## src/rss_pkg.sv

```systemverilog
package rss_pkg;

  localparam int DEFAULT_COUNT_WIDTH = 24;
  localparam int SAMPLE_WIDTH        = 16;
  localparam int SEEN_WIDTH          = 24;
  localparam int VAR_WIDTH           = 31;
  localparam int CREST_WIDTH         = 24;

  typedef enum logic {
    OP_PUSH  = 1'b0,
    OP_CLEAR = 1'b1
  } op_t;

  typedef struct packed {
    op_t                             op;
    logic signed [SAMPLE_WIDTH-1:0]  sample;
  } item_t;

  // last field in the low bits
  typedef struct packed {
    logic [CREST_WIDTH-1:0]          crest_factor;
    logic [SAMPLE_WIDTH-1:0]         peak;
    logic [SAMPLE_WIDTH-1:0]         rms;
    logic [VAR_WIDTH-1:0]            variance;
    logic signed [SAMPLE_WIDTH-1:0]  mean;
    logic signed [SAMPLE_WIDTH-1:0]  maximum;
    logic signed [SAMPLE_WIDTH-1:0]  minimum;
    logic [SEEN_WIDTH-1:0]           samples_seen;
  } result_t;

endpackage

```

## src/running_sample_statistics.sv

```systemverilog
// channel   dir  handshake                      payload
// s_axis    in   s_axis_tvalid / s_axis_tready  tdata: sample; tuser: opcode
// m_axis    out  m_axis_tvalid / m_axis_tready  tdata: the eight statistics
//
// One word at a time goes through the back end. Each push runs the shared
// one-bit-per-cycle divider for up to five divisions per word; an empty
// result skips the divider. Reset is synchronous and clears all totals.
// A two-word input queue and the output register let either side stall
// without stopping the other.
module running_sample_statistics import rss_pkg::*; #(
  parameter int COUNT_WIDTH = DEFAULT_COUNT_WIDTH
) (
  input  logic         clk,
  input  logic         rst,
  input  logic         s_axis_tvalid,
  output logic         s_axis_tready,
  input  logic [15:0]  s_axis_tdata,   // [15:0] sample
  input  logic         s_axis_tuser,   // [0] opcode
  output logic         m_axis_tvalid,
  input  logic         m_axis_tready,
  // [23:0] samples_seen, [39:24] minimum, [55:40] maximum, [71:56] mean,
  // [102:72] variance, [118:103] rms, [134:119] peak, [158:135] crest_factor
  output logic [159:0] m_axis_tdata
);

  logic    item_valid;
  logic    item_ready;
  item_t   item;
  result_t res;

  rss_front u_front (
    .clk        (clk),
    .rst        (rst),
    .in_valid   (s_axis_tvalid),
    .in_ready   (s_axis_tready),
    .in_op      (s_axis_tuser),
    .in_sample  (s_axis_tdata),
    .item_valid (item_valid),
    .item_ready (item_ready),
    .item       (item)
  );

  rss_back #(.COUNT_WIDTH(COUNT_WIDTH)) u_back (
    .clk        (clk),
    .rst        (rst),
    .item_valid (item_valid),
    .item_ready (item_ready),
    .item       (item),
    .res_valid  (m_axis_tvalid),
    .res_ready  (m_axis_tready),
    .res        (res)
  );

  assign m_axis_tdata = {1'b0, res};

  a_empty_zero: assert property (@(posedge clk) disable iff (rst)
    (m_axis_tvalid && res.samples_seen == '0 && COUNT_WIDTH <= SEEN_WIDTH)
      |-> (res.minimum == '0 && res.maximum == '0 && res.variance == '0 &&
           res.rms == '0 && res.peak == '0 && res.crest_factor == '0))
    else $error("nonzero statistics on empty result");

  a_min_max: assert property (@(posedge clk) disable iff (rst)
    m_axis_tvalid |-> (res.minimum <= res.maximum))
    else $error("minimum above maximum");

  a_crest_zero: assert property (@(posedge clk) disable iff (rst)
    (m_axis_tvalid && res.rms == '0) |-> (res.crest_factor == '0))
    else $error("crest factor with zero rms");

  a_rms_peak: assert property (@(posedge clk) disable iff (rst)
    m_axis_tvalid |-> (res.rms <= res.peak))
    else $error("rms above peak");

endmodule

```

## src/rss_front.sv

```systemverilog
module rss_front import rss_pkg::*; (
  input  logic        clk,
  input  logic        rst,
  input  logic        in_valid,
  output logic        in_ready,
  input  logic        in_op,
  input  logic [15:0] in_sample,
  output logic        item_valid,
  input  logic        item_ready,
  output item_t       item
);

  // two-entry queue between the stream port and the arithmetic back end
  item_t       slots [2];
  logic        wr_ptr;
  logic        rd_ptr;
  logic [1:0]  fill;
  logic        push;
  logic        pop;
  item_t       incoming;

  always_comb begin
    incoming.op     = in_op ? OP_CLEAR : OP_PUSH;
    incoming.sample = in_sample;
  end

  assign in_ready   = (fill != 2'd2);
  assign item_valid = (fill != 2'd0);
  assign item       = slots[rd_ptr];
  assign push       = in_valid && in_ready;
  assign pop        = item_valid && item_ready;

  always_ff @(posedge clk) begin
    if (push) begin
      slots[wr_ptr] <= incoming;
    end
    if (rst) begin
      wr_ptr <= 1'b0;
      rd_ptr <= 1'b0;
      fill   <= 2'd0;
    end else begin
      if (push) wr_ptr <= ~wr_ptr;
      if (pop)  rd_ptr <= ~rd_ptr;
      case ({push, pop})
        2'b10:   fill <= fill + 2'd1;
        2'b01:   fill <= fill - 2'd1;
        default: fill <= fill;
      endcase
    end
  end

endmodule

```

## src/rss_div.sv

```systemverilog
module rss_div #(
  parameter int N = 54,
  parameter int D = 24
) (
  input  logic         clk,
  input  logic         rst,
  input  logic         start,
  input  logic [N-1:0] dividend,
  input  logic [D-1:0] divisor,
  output logic         done,
  output logic [N-1:0] quotient,
  output logic [D-1:0] remainder
);

  localparam int CW = $clog2(N + 1);

  // restoring divider, one quotient bit per cycle
  logic [D-1:0]  rem;
  logic [N-1:0]  quo;
  logic [D-1:0]  dvs;
  logic [CW-1:0] left;
  logic          run;
  logic [D:0]    trial;
  logic          fits;

  assign trial     = {rem, quo[N-1]};
  assign fits      = trial >= {1'b0, dvs};
  assign quotient  = quo;
  assign remainder = rem;

  always_ff @(posedge clk) begin
    if (rst) begin
      run  <= 1'b0;
      done <= 1'b0;
      left <= '0;
    end else begin
      done <= 1'b0;
      if (start) begin
        run  <= 1'b1;
        rem  <= '0;
        quo  <= dividend;
        dvs  <= divisor;
        left <= CW'(N);
      end else if (run) begin
        rem  <= fits ? D'(trial - {1'b0, dvs}) : trial[D-1:0];
        quo  <= {quo[N-2:0], fits};
        left <= left - CW'(1);
        if (left == CW'(1)) begin
          run  <= 1'b0;
          done <= 1'b1;
        end
      end
    end
  end

endmodule

```

## src/rss_back.sv

```systemverilog
module rss_back import rss_pkg::*; #(
  parameter int COUNT_WIDTH = DEFAULT_COUNT_WIDTH
) (
  input  logic    clk,
  input  logic    rst,
  input  logic    item_valid,
  output logic    item_ready,
  input  item_t   item,
  output logic    res_valid,
  input  logic    res_ready,
  output result_t res
);

  localparam int CNW = COUNT_WIDTH;
  localparam int SW  = CNW + 16;
  localparam int QW  = CNW + 30;
  localparam int W   = (2 * CNW > QW) ? 2 * CNW : QW;
  localparam int DW  = (CNW > 16) ? CNW : 16;

  typedef enum logic [3:0] {
    S_IDLE, S_START, S_DMEAN, S_MRSQ, S_DRSQ, S_MSUB, S_DVAR, S_DMS,
    S_SQRT, S_DCREST, S_OUT
  } state_t;

  state_t                  state;
  logic [CNW-1:0]          cnt;
  logic signed [SW-1:0]    sum;
  logic [QW-1:0]           sumsq;
  logic signed [15:0]      lo;
  logic signed [15:0]      hi;

  logic [SW-1:0]           mag;
  logic                    neg;
  logic [15:0]             q;
  logic [CNW-1:0]          r;
  logic [W-1:0]            ceil_part;
  logic [W-1:0]            mul_a;
  logic [DW-1:0]           mul_b;
  logic [W-1:0]            acc;
  logic [VAR_WIDTH-1:0]    var_q;
  logic [31:0]             sq_v;
  logic [31:0]             sq_res;
  logic [31:0]             sq_bit;
  logic [15:0]             rms;
  logic [CREST_WIDTH-1:0]  crest;

  logic                    div_start;
  logic [W-1:0]            div_a;
  logic [DW-1:0]           div_b;
  logic                    div_done;
  logic [W-1:0]            div_q;
  logic [DW-1:0]           div_r;

  logic [31:0]             sq_try;
  logic [15:0]             pk;
  logic [W-1:0]            sub;
  logic [W-1:0]            m_val;
  logic [16:0]             abs_lo;
  logic [16:0]             abs_hi;
  logic [31:0]             s_sq;
  logic [W-1:0]            cnt_w;

  rss_div #(.N(W), .D(DW)) u_div (
    .clk       (clk),
    .rst       (rst),
    .start     (div_start),
    .dividend  (div_a),
    .divisor   (div_b),
    .done      (div_done),
    .quotient  (div_q),
    .remainder (div_r)
  );

  always_comb begin
    abs_lo = lo[15] ? 17'(-{lo[15], lo}) : {1'b0, lo};
    abs_hi = hi[15] ? 17'(-{hi[15], hi}) : {1'b0, hi};
    pk     = (abs_hi > abs_lo) ? abs_hi[15:0] : abs_lo[15:0];
    sq_try = sq_res + sq_bit;
    sub    = acc + ceil_part;
    m_val  = (W'(sumsq) >= sub) ? W'(sumsq) - sub : '0;
    s_sq   = 32'(item.sample * item.sample);
    cnt_w  = W'(cnt);
  end

  assign item_ready = (state == S_IDLE);

  always_ff @(posedge clk) begin
    if (rst) begin
      state     <= S_IDLE;
      cnt       <= '0;
      sum       <= '0;
      sumsq     <= '0;
      lo        <= '0;
      hi        <= '0;
      res_valid <= 1'b0;
      div_start <= 1'b0;
    end else begin
      // start is a one-cycle pulse; no state issues a division while it is high
      if (div_start) div_start <= 1'b0;
      if (res_valid && res_ready && state != S_OUT) res_valid <= 1'b0;
      case (state)
        S_IDLE: begin
          if (item_valid) begin
            if (item.op == OP_CLEAR) begin
              cnt   <= '0;
              sum   <= '0;
              sumsq <= '0;
              lo    <= '0;
              hi    <= '0;
            end else if (cnt != {CNW{1'b1}}) begin
              if (cnt == '0) begin
                lo <= item.sample;
                hi <= item.sample;
              end else begin
                if (item.sample < lo) lo <= item.sample;
                if (item.sample > hi) hi <= item.sample;
              end
              sum   <= sum + SW'(item.sample);
              sumsq <= sumsq + QW'(s_sq);
              cnt   <= cnt + CNW'(1);
            end
            state <= S_START;
          end
        end
        S_START: begin
          neg <= sum[SW-1];
          mag <= sum[SW-1] ? SW'(-sum) : SW'(sum);
          if (cnt == '0) begin
            var_q <= '0;
            rms   <= '0;
            crest <= '0;
            q     <= '0;
            state <= S_OUT;
          end else begin
            div_a     <= sum[SW-1] ? W'(SW'(-sum)) : W'(SW'(sum));
            div_b     <= DW'(cnt);
            div_start <= 1'b1;
            state     <= S_DMEAN;
          end
        end
        S_DMEAN: begin
          if (div_done) begin
            q     <= div_q[15:0];
            r     <= div_r[CNW-1:0];
            mul_a <= W'(div_r[CNW-1:0]);
            mul_b <= DW'(div_r[CNW-1:0]);
            acc   <= '0;
            state <= S_MRSQ;
          end
        end
        // shift-add multiply, runs until the multiplier is exhausted
        S_MRSQ, S_MSUB: begin
          if (mul_b == '0) begin
            if (state == S_MRSQ) begin
              div_a     <= acc;
              div_b     <= DW'(cnt);
              div_start <= 1'b1;
              state     <= S_DRSQ;
            end else begin
              div_a     <= m_val;
              div_b     <= DW'(cnt);
              div_start <= 1'b1;
              state     <= S_DVAR;
            end
          end else begin
            if (mul_b[0]) acc <= acc + mul_a;
            mul_a <= {mul_a[W-2:0], 1'b0};
            mul_b <= mul_b >> 1;
          end
        end
        S_DRSQ: begin
          if (div_done) begin
            ceil_part <= div_q + W'(div_r != '0);
            // q*c + 2r = mag + r
            mul_a     <= W'(mag) + W'(r);
            mul_b     <= DW'(q);
            acc       <= '0;
            state     <= S_MSUB;
          end
        end
        S_DVAR: begin
          if (div_done) begin
            var_q     <= div_q[VAR_WIDTH-1:0];
            div_a     <= W'(sumsq);
            div_b     <= DW'(cnt);
            div_start <= 1'b1;
            state     <= S_DMS;
          end
        end
        S_DMS: begin
          if (div_done) begin
            sq_v   <= div_q[31:0];
            sq_res <= '0;
            sq_bit <= 32'h4000_0000;
            state  <= S_SQRT;
          end
        end
        S_SQRT: begin
          if (sq_bit == '0) begin
            rms <= sq_res[15:0];
            if (sq_res == '0) begin
              crest <= '0;
              state <= S_OUT;
            end else begin
              div_a     <= W'({pk, 8'd0});
              div_b     <= DW'(sq_res[15:0]);
              div_start <= 1'b1;
              state     <= S_DCREST;
            end
          end else begin
            if (sq_v >= sq_try) begin
              sq_v   <= sq_v - sq_try;
              sq_res <= (sq_res >> 1) + sq_bit;
            end else begin
              sq_res <= sq_res >> 1;
            end
            sq_bit <= sq_bit >> 2;
          end
        end
        S_DCREST: begin
          if (div_done) begin
            crest <= div_q[CREST_WIDTH-1:0];
            state <= S_OUT;
          end
        end
        S_OUT: begin
          if (!res_valid || res_ready) begin
            res_valid        <= 1'b1;
            res.samples_seen <= cnt_w[SEEN_WIDTH-1:0];
            res.minimum      <= lo;
            res.maximum      <= hi;
            res.mean         <= neg ? -q : q;
            res.variance     <= var_q;
            res.rms          <= rms;
            res.peak         <= (cnt == '0) ? 16'd0 : pk;
            res.crest_factor <= crest;
            state            <= S_IDLE;
          end
        end
        default: state <= S_IDLE;
      endcase
    end
  end

endmodule

```

## config.mk

```make
export PLATFORM = sky130hd
export DESIGN_NAME = running_sample_statistics
export DESIGN_NICKNAME = d
export VERILOG_FILES = /design/src/rss_pkg.sv /design/src/running_sample_statistics.sv /design/src/rss_front.sv /design/src/rss_div.sv /design/src/rss_back.sv
export SDC_FILE = /design/constraint.sdc
export NUM_CORES = 2
export LEC_CHECK = 0
export BUFFER_PORTS_ARGS = -buffer_cell sky130_fd_sc_hd__buf_2
export CORE_MARGIN = 3
export CORE_UTILIZATION = 40
export CTS_CLUSTER_DIAMETER = 50
export DETAILED_ROUTE_END_ITERATION = 8
export GPL_ROUTABILITY_DRIVEN = 0
export PLACE_DENSITY = 0.65
export SLEW_MARGIN = 20
export SYNTH_ARGS = -nofsm -noshare
export SYNTH_HDL_FRONTEND = slang
export SYNTH_SLANG_ARGS = --single-unit
```

## constraint.sdc

```tcl
create_clock -name clk -period 18.3 [get_ports clk]
set_clock_uncertainty 0.2 [all_clocks]
set_input_delay 0.915 -clock clk [delete_from_list [all_inputs] [get_ports clk]]
set_output_delay 0.915 -clock clk [all_outputs]
set_load 0.02 [all_outputs]
```

# Yosys cells after proc, flatten, opt, wreduce, memory -nomap -nowiden
# Memory sizes are Yosys's and may differ from the RTL's. A register that Yosys moved wholly into a read port is not among the register bits.
# Index checks and enable logic that the tools add are counted.
[word_totals]
regBits = 941
latchBits = 0
ram_bits = 34
mem_bits_ro = 0
in_bits = 21
output_inout_bits = 162
word_cells = 265
memories = 1
[classes]
n_addsub = 19
mul = 1
n_div = 0
n_lt_le_gt_ge = 6
eq_ne = 34
n_shift = 0
n_mux = 108
bitwise = 4
reduce_logical = 49
[mem_list]
columns = ["name", "depth", "width", "read_ports", "rd_ports_with_merged_regs", "write_ports", "line", "source"]
rows = [
  ["u_front.slots", 2, 17, 1, 1, 1, "rss_front.sv:14", "item_t slots [2];"],
]
[op_table]
columns = ["op", "n"]
rows = [
  ["$mux W54", 18],
  ["$mux W24", 16],
  ["$mux W32", 8],
  ["$pmux W54 S4", 1],
  ["$mux W16", 13],
  ["$pmux W32 S2", 3],
  ["$pmux W54 S3", 1],
  ["$pmux W24 S3", 2],
  ["$add A54 B54 Y54", 2],
  ["$pmux W54 S2", 1],
  ["$pmux W24 S4", 1],
  ["$mux W40", 2],
  ["$logic_not A32 Y1", 2],
  ["$pmux W16 S2", 2],
  ["$mux W31", 2],
  ["$pmux W31 S2", 1],
  ["$add A54 B1 Y54", 1],
  ["$add A54 B32 Y54", 1],
  ["$ge A54 B54 Y1", 1],
  ["$sub A54 B54 Y54", 1],
  ["$logic_not A24 Y1", 2],
  ["$add A40 B24 Y41", 1],
  ["$add A40 B16 Y40", 1],
  ["$mux W4", 10],
  ["54 further kinds", 128],
]

# Logic depth before layout (Yosys ltp)
[logic_depth]
ltp_word = 7
mapped_depth = 40
depth_no_buf = 38

# Hierarchy
# From an unflattened synthesis, not the netlist that was laid out.
[unflattened]
hier_cells = 6578
hier_area_um2 = 66909.2
[by_module_without_submodules]
columns = ["module", "n_inst", "cells_per_inst", "area_per_inst_um2", "seq_area_each_um2"]
rows = [
  ["rss_back", 1, 6036, 59520.8, 22791.9],
  ["rss_div", 1, 463, 5931.9, 3223.1],
  ["rss_front", 1, 77, 1445.1, 1121.1],
  ["running_sample_statistics", 1, 2, 11.3, 0.0],
]

# Worst setup path before layout
# No wires, ideal clock.
[synth_path]
path_type = "flip-flop to flip-flop"
start = "reg u_back.state[3]"
end = "reg u_back.div_a[0], enable pin"
setup_time_ps = 931
arrival_ps = 13877
required_time_ps = 17169
slack_ps = 3292
path_stages_with_launch = 8
path_buffers = 2
period_less_slack_ps = 15008
path_cell_list = "dfxtp_1 -> clkbuf_1 -> inv_1 -> nor3_1 -> or3_1 -> clkbuf_1 -> o21ai_0 -> a2111oi_0"
[synth_via]
elab_chain_len = 4
elab_cells_between_ends = 13
classes_between = "eq/ne: 10; reduce/logical: 3"
[synth_lines]
columns = ["element", "line", "source"]
rows = [
  ["from (decl)", "rss_back.sv:25", "state_t state;"],
  ["from (signal assigned)", "rss_back.sv:89", "state <= S_IDLE;"],
  ["from (signal assigned)", "rss_back.sv:122", "state <= S_START;"],
  ["from (signal assigned)", "rss_back.sv:133", "state <= S_OUT;"],
  ["$eq A4 B3 Y1 / $eq A4 B2 Y1 (equally long branches)", "rss_back.sv:101", "case (state)"],
  ["$reduce_or A2 Y1", "rss_back.sv:101", ""],
  ["$ne A2 B1 Y1 (no line) / $reduce_bool A4 Y1 (equally long branches)", "-", ""],
  ["$reduce_and A7 Y1 (no line) (*)", "-", ""],
  ["to (signal assigned)", "rss_back.sv:135", "div_a <= sum[SW-1] ? W'(SW'(-sum)) : W'(SW'(sum));"],
  ["to (signal assigned)", "rss_back.sv:160", "div_a <= m_val;"],
  ["to (signal assigned)", "rss_back.sv:184", "div_a <= W'(sumsq);"],
  ["to (decl)", "rss_back.sv:48", "logic [W-1:0] div_a;"],
]
# Every way passes the cells marked *; elsewhere a longest branch is shown, timed or not.
# A chain may end at the register's enable or synchronous reset.

==> flow_summary.json <==
{
  "hold_viol_final": 0,
  "maxSlewViolCount": 0,
  "die_w_um": 414,
  "clock.fmax_mhz": 90.2,
  "synth_edf_count": 791,
  "synth_seq_area_share_pct": 40.8,
  "dieArea_um2": 171000,
  "postRouteAntennaNets": 0,
  "final_common_cell": "edfxtp_1",
  "antenna_found_initial": 15,
  "ctsHtreeMaxLevel": 3,
  "crit_path_max_incr_delay_ns": 0.99,
  "worstMarginPinSlew_ns": 1.30,
  "grtUsageTotal_pct": 24.0,
  "root_buffer": "clkbuf_16",
  "hold_class": "in -> reg",
  "post-route-util_pct": 45.2,
  "wl_per_cell_um": 23.2,
  "postCtsHoldBufs": 0,
  "min_period_over_period_pct": 60.6,
  "io_buffer_count": 181,
  "slew_headroom_pct": 12.1,
  "cts_setup_buffers": 0,
  "drive_gt1_share_pct": 8.84,
  "required_ns": 18.72,
  "mostFrequentLayoutCells": "edfxtp_1 (791), nand2_1 (553), nor2_1 (548)",
  "top_layer": "met5",
  "boundaryPins": 183,
  "syn_inst": 6622,
  "die_y_um": 414,
  "drc_errors": 0,
  "r2r_cells": 34,
  "fp-row-count": 148,
  "rsz0062_at_grt": "false",
  "syn_area_um2": 66500,
  "cpMaxStageDelayCell": "dfxtp_1",
  "async_reset_ff_share_pct": 0,
  "cts_buffers": 115,
  "cp_max_fo": 18,
  "syn2layout_area_growth_pct": 11.5,
  "startpoint_type": "flop",
  "synth_warnings": 0,
  "yosys_most_used_dff": "edfxtp_1",
  "synth_cell_types": 92,
  "dr.pass1.iters": 8,
  "worst_hold_startpoint": "s_axis_tdata[0]",
  "ctsLongestPathBuffers": 3,
  "path_class": "reg -> reg",
  "clk_pin_slew_worst_paths_ns": 0.07,
  "grt_pass1_vias": 50200,
  "period_needed_ns": 11.08,
  "avgSynthCellArea_um2": 10.0,
  "maxCapViolations": 0,
  "synth_top_area_cell": "edfxtp_1",
  "grt_max_degree": 87,
  "synth_top_area_share_pct": 35.7,
  "wirelength_um": 210000,
  "drt-met1-wl_um": 87000,
  "drtIter0Drc": 5198,
  "setup_violations": 0,
  "ys_seq_elements": 960,
  "hold_slack_ns": 0.166,
  "viasPerCell": 5.81,
  "grt_overflow": 0,
  "cts.repair.resized": 0,
  "start_util_pct": 40.6,
  "nFillCells": 15200,
  "cp.arrival_ns": 11.50,
  "layout.nets": 7526,
  "end_kind": "flop",
  "cts_sinks": 960,
  "core_um2": 164000,
  "dr_wl_met2_um": 91600,
  "synthTopCellsByArea": "edfxtp_1 (36%), ha_1 (9.2%), fa_1 (7.4%)",
  "dr_total_vias": 52600,
  "grt_pass1_wl_um": 312000,
  "cts_tree": "done",
  "setup_tns_ns": 0,
  "clk-insertion-delay-late_ns": 0.81,
  "worstHoldPathCells": 1,
  "status": "complete, no violations",
  "dpl.hpwl_um": 162000,
  "dr_wl_met3_um": 18100
}
-- final timing paths --
path | endpoint | slack (ns)
min | u_front.slots[1][0] | 0.17
min reg2reg | u_back.res[99] | 0.19
max | u_back.sumsq[43] | 7.22
max reg2reg | u_back.sumsq[43] | 7.22
-- synthesized netlist by cell type, types with 60 or more instances --
master	n
nand4_1	80
a21oi_1	387
inv_1	540
mux2i_1	75
and2_1	130
nand3_1	123
nor2_1	557
fa_1	246
ha_1	487
a21o_1	192
o21a_1	74
and3_1	73
clkbuf_1	213
nand2_1	554
xnor2_1	358
xor2_1	173
dfxtp_1	169
o21bai_1	60
nor2b_1	68
o21ai_0	349
edfxtp_1	791
nor3_1	108
-- per-layer routing --
| layer | up-vias | GRT usage, % |
|---|---|---|
| li1 | 24200 | - |
| met1 | 25700 | 32.0 |
| met2 | 2305 | 36.3 |
| met3 | 468 | 4.84 |
| met4 | 16 | 13.4 |
| met5 | - | 0 |
-- layout make-up --
class                           count  area [µm²]  share of cell area, %
Clock buffer                      138        3090                   4.17
Sequential cell                   960       27100                   36.6
Multi-Input combinational cell   4882       36600                   49.3
Antenna cell                       10        25.0                 0.0338
Timing Repair Buffer              266        1550                   2.09
Clock inverter                     81         960                   1.30
Inverter                          547        2060                   2.77
Tap cell                         2175        2720                   3.67
-- flip-flops by register name, indices dropped and copies added, names as in the netlist, 31 cells and up, named ones only --
register,flops
u_back.acc,54
u_back.u_div.quotient,54
u_back.sq_res,32
u_back.sumsq,54
u_back.res,159
u_back.div_a,54
u_back.sq_v,32
u_front.slots,34
u_back.mul_a,54
u_back.ceil_part,54
u_back.var_q,31
u_back.mag,40
u_back.sum,40
-- worst max-delay path: cells and delay by family, from the launching register on --
kind | cells | cell delay (ns)
AO/OA/AOI/OAI | 13 | 3.40
adder cells (fa/ha/maj) | 8 | 3.22
buffers and inverters | 6 | 1.02
flip-flops | 1 | 0.99
AND/OR/NAND/NOR | 4 | 0.93
multiplexers | 1 | 0.78
XOR/XNOR | 2 | 0.40
-- cell families (layout without fill, tap and decap cells) --
logic type                 Yosys count  count (layout)  share of synthesized area, %
DFF                                960             960                          40.8
and+or+nand+nor                   1924            1924                          13.7
muxes                              131             131                          2.10
buffers and inverters              781            1032                          4.45
AOI/OAI and AO/OA                 1560            1560                          15.4
xor gates and xnor gates           531             531                          7.00
other                                2              13                        0.0113
adders and majority gates          733             733                          16.6
-- per-stage QoR --
step                      setup WS (ns)  instances  area (µm²)
after floorplan                    3.29       6623       66500
after global placement             7.68       8830       70000
after detailed placement           7.47       8830       70000
after CTS                          7.47       9049       74100
after global routing               6.59       9049       74100
final                              7.22       9059       74100
Power is left out: the tool's default activity adds up to more than one toggle a clock period on the data nets, which glitch-free logic cannot reach.
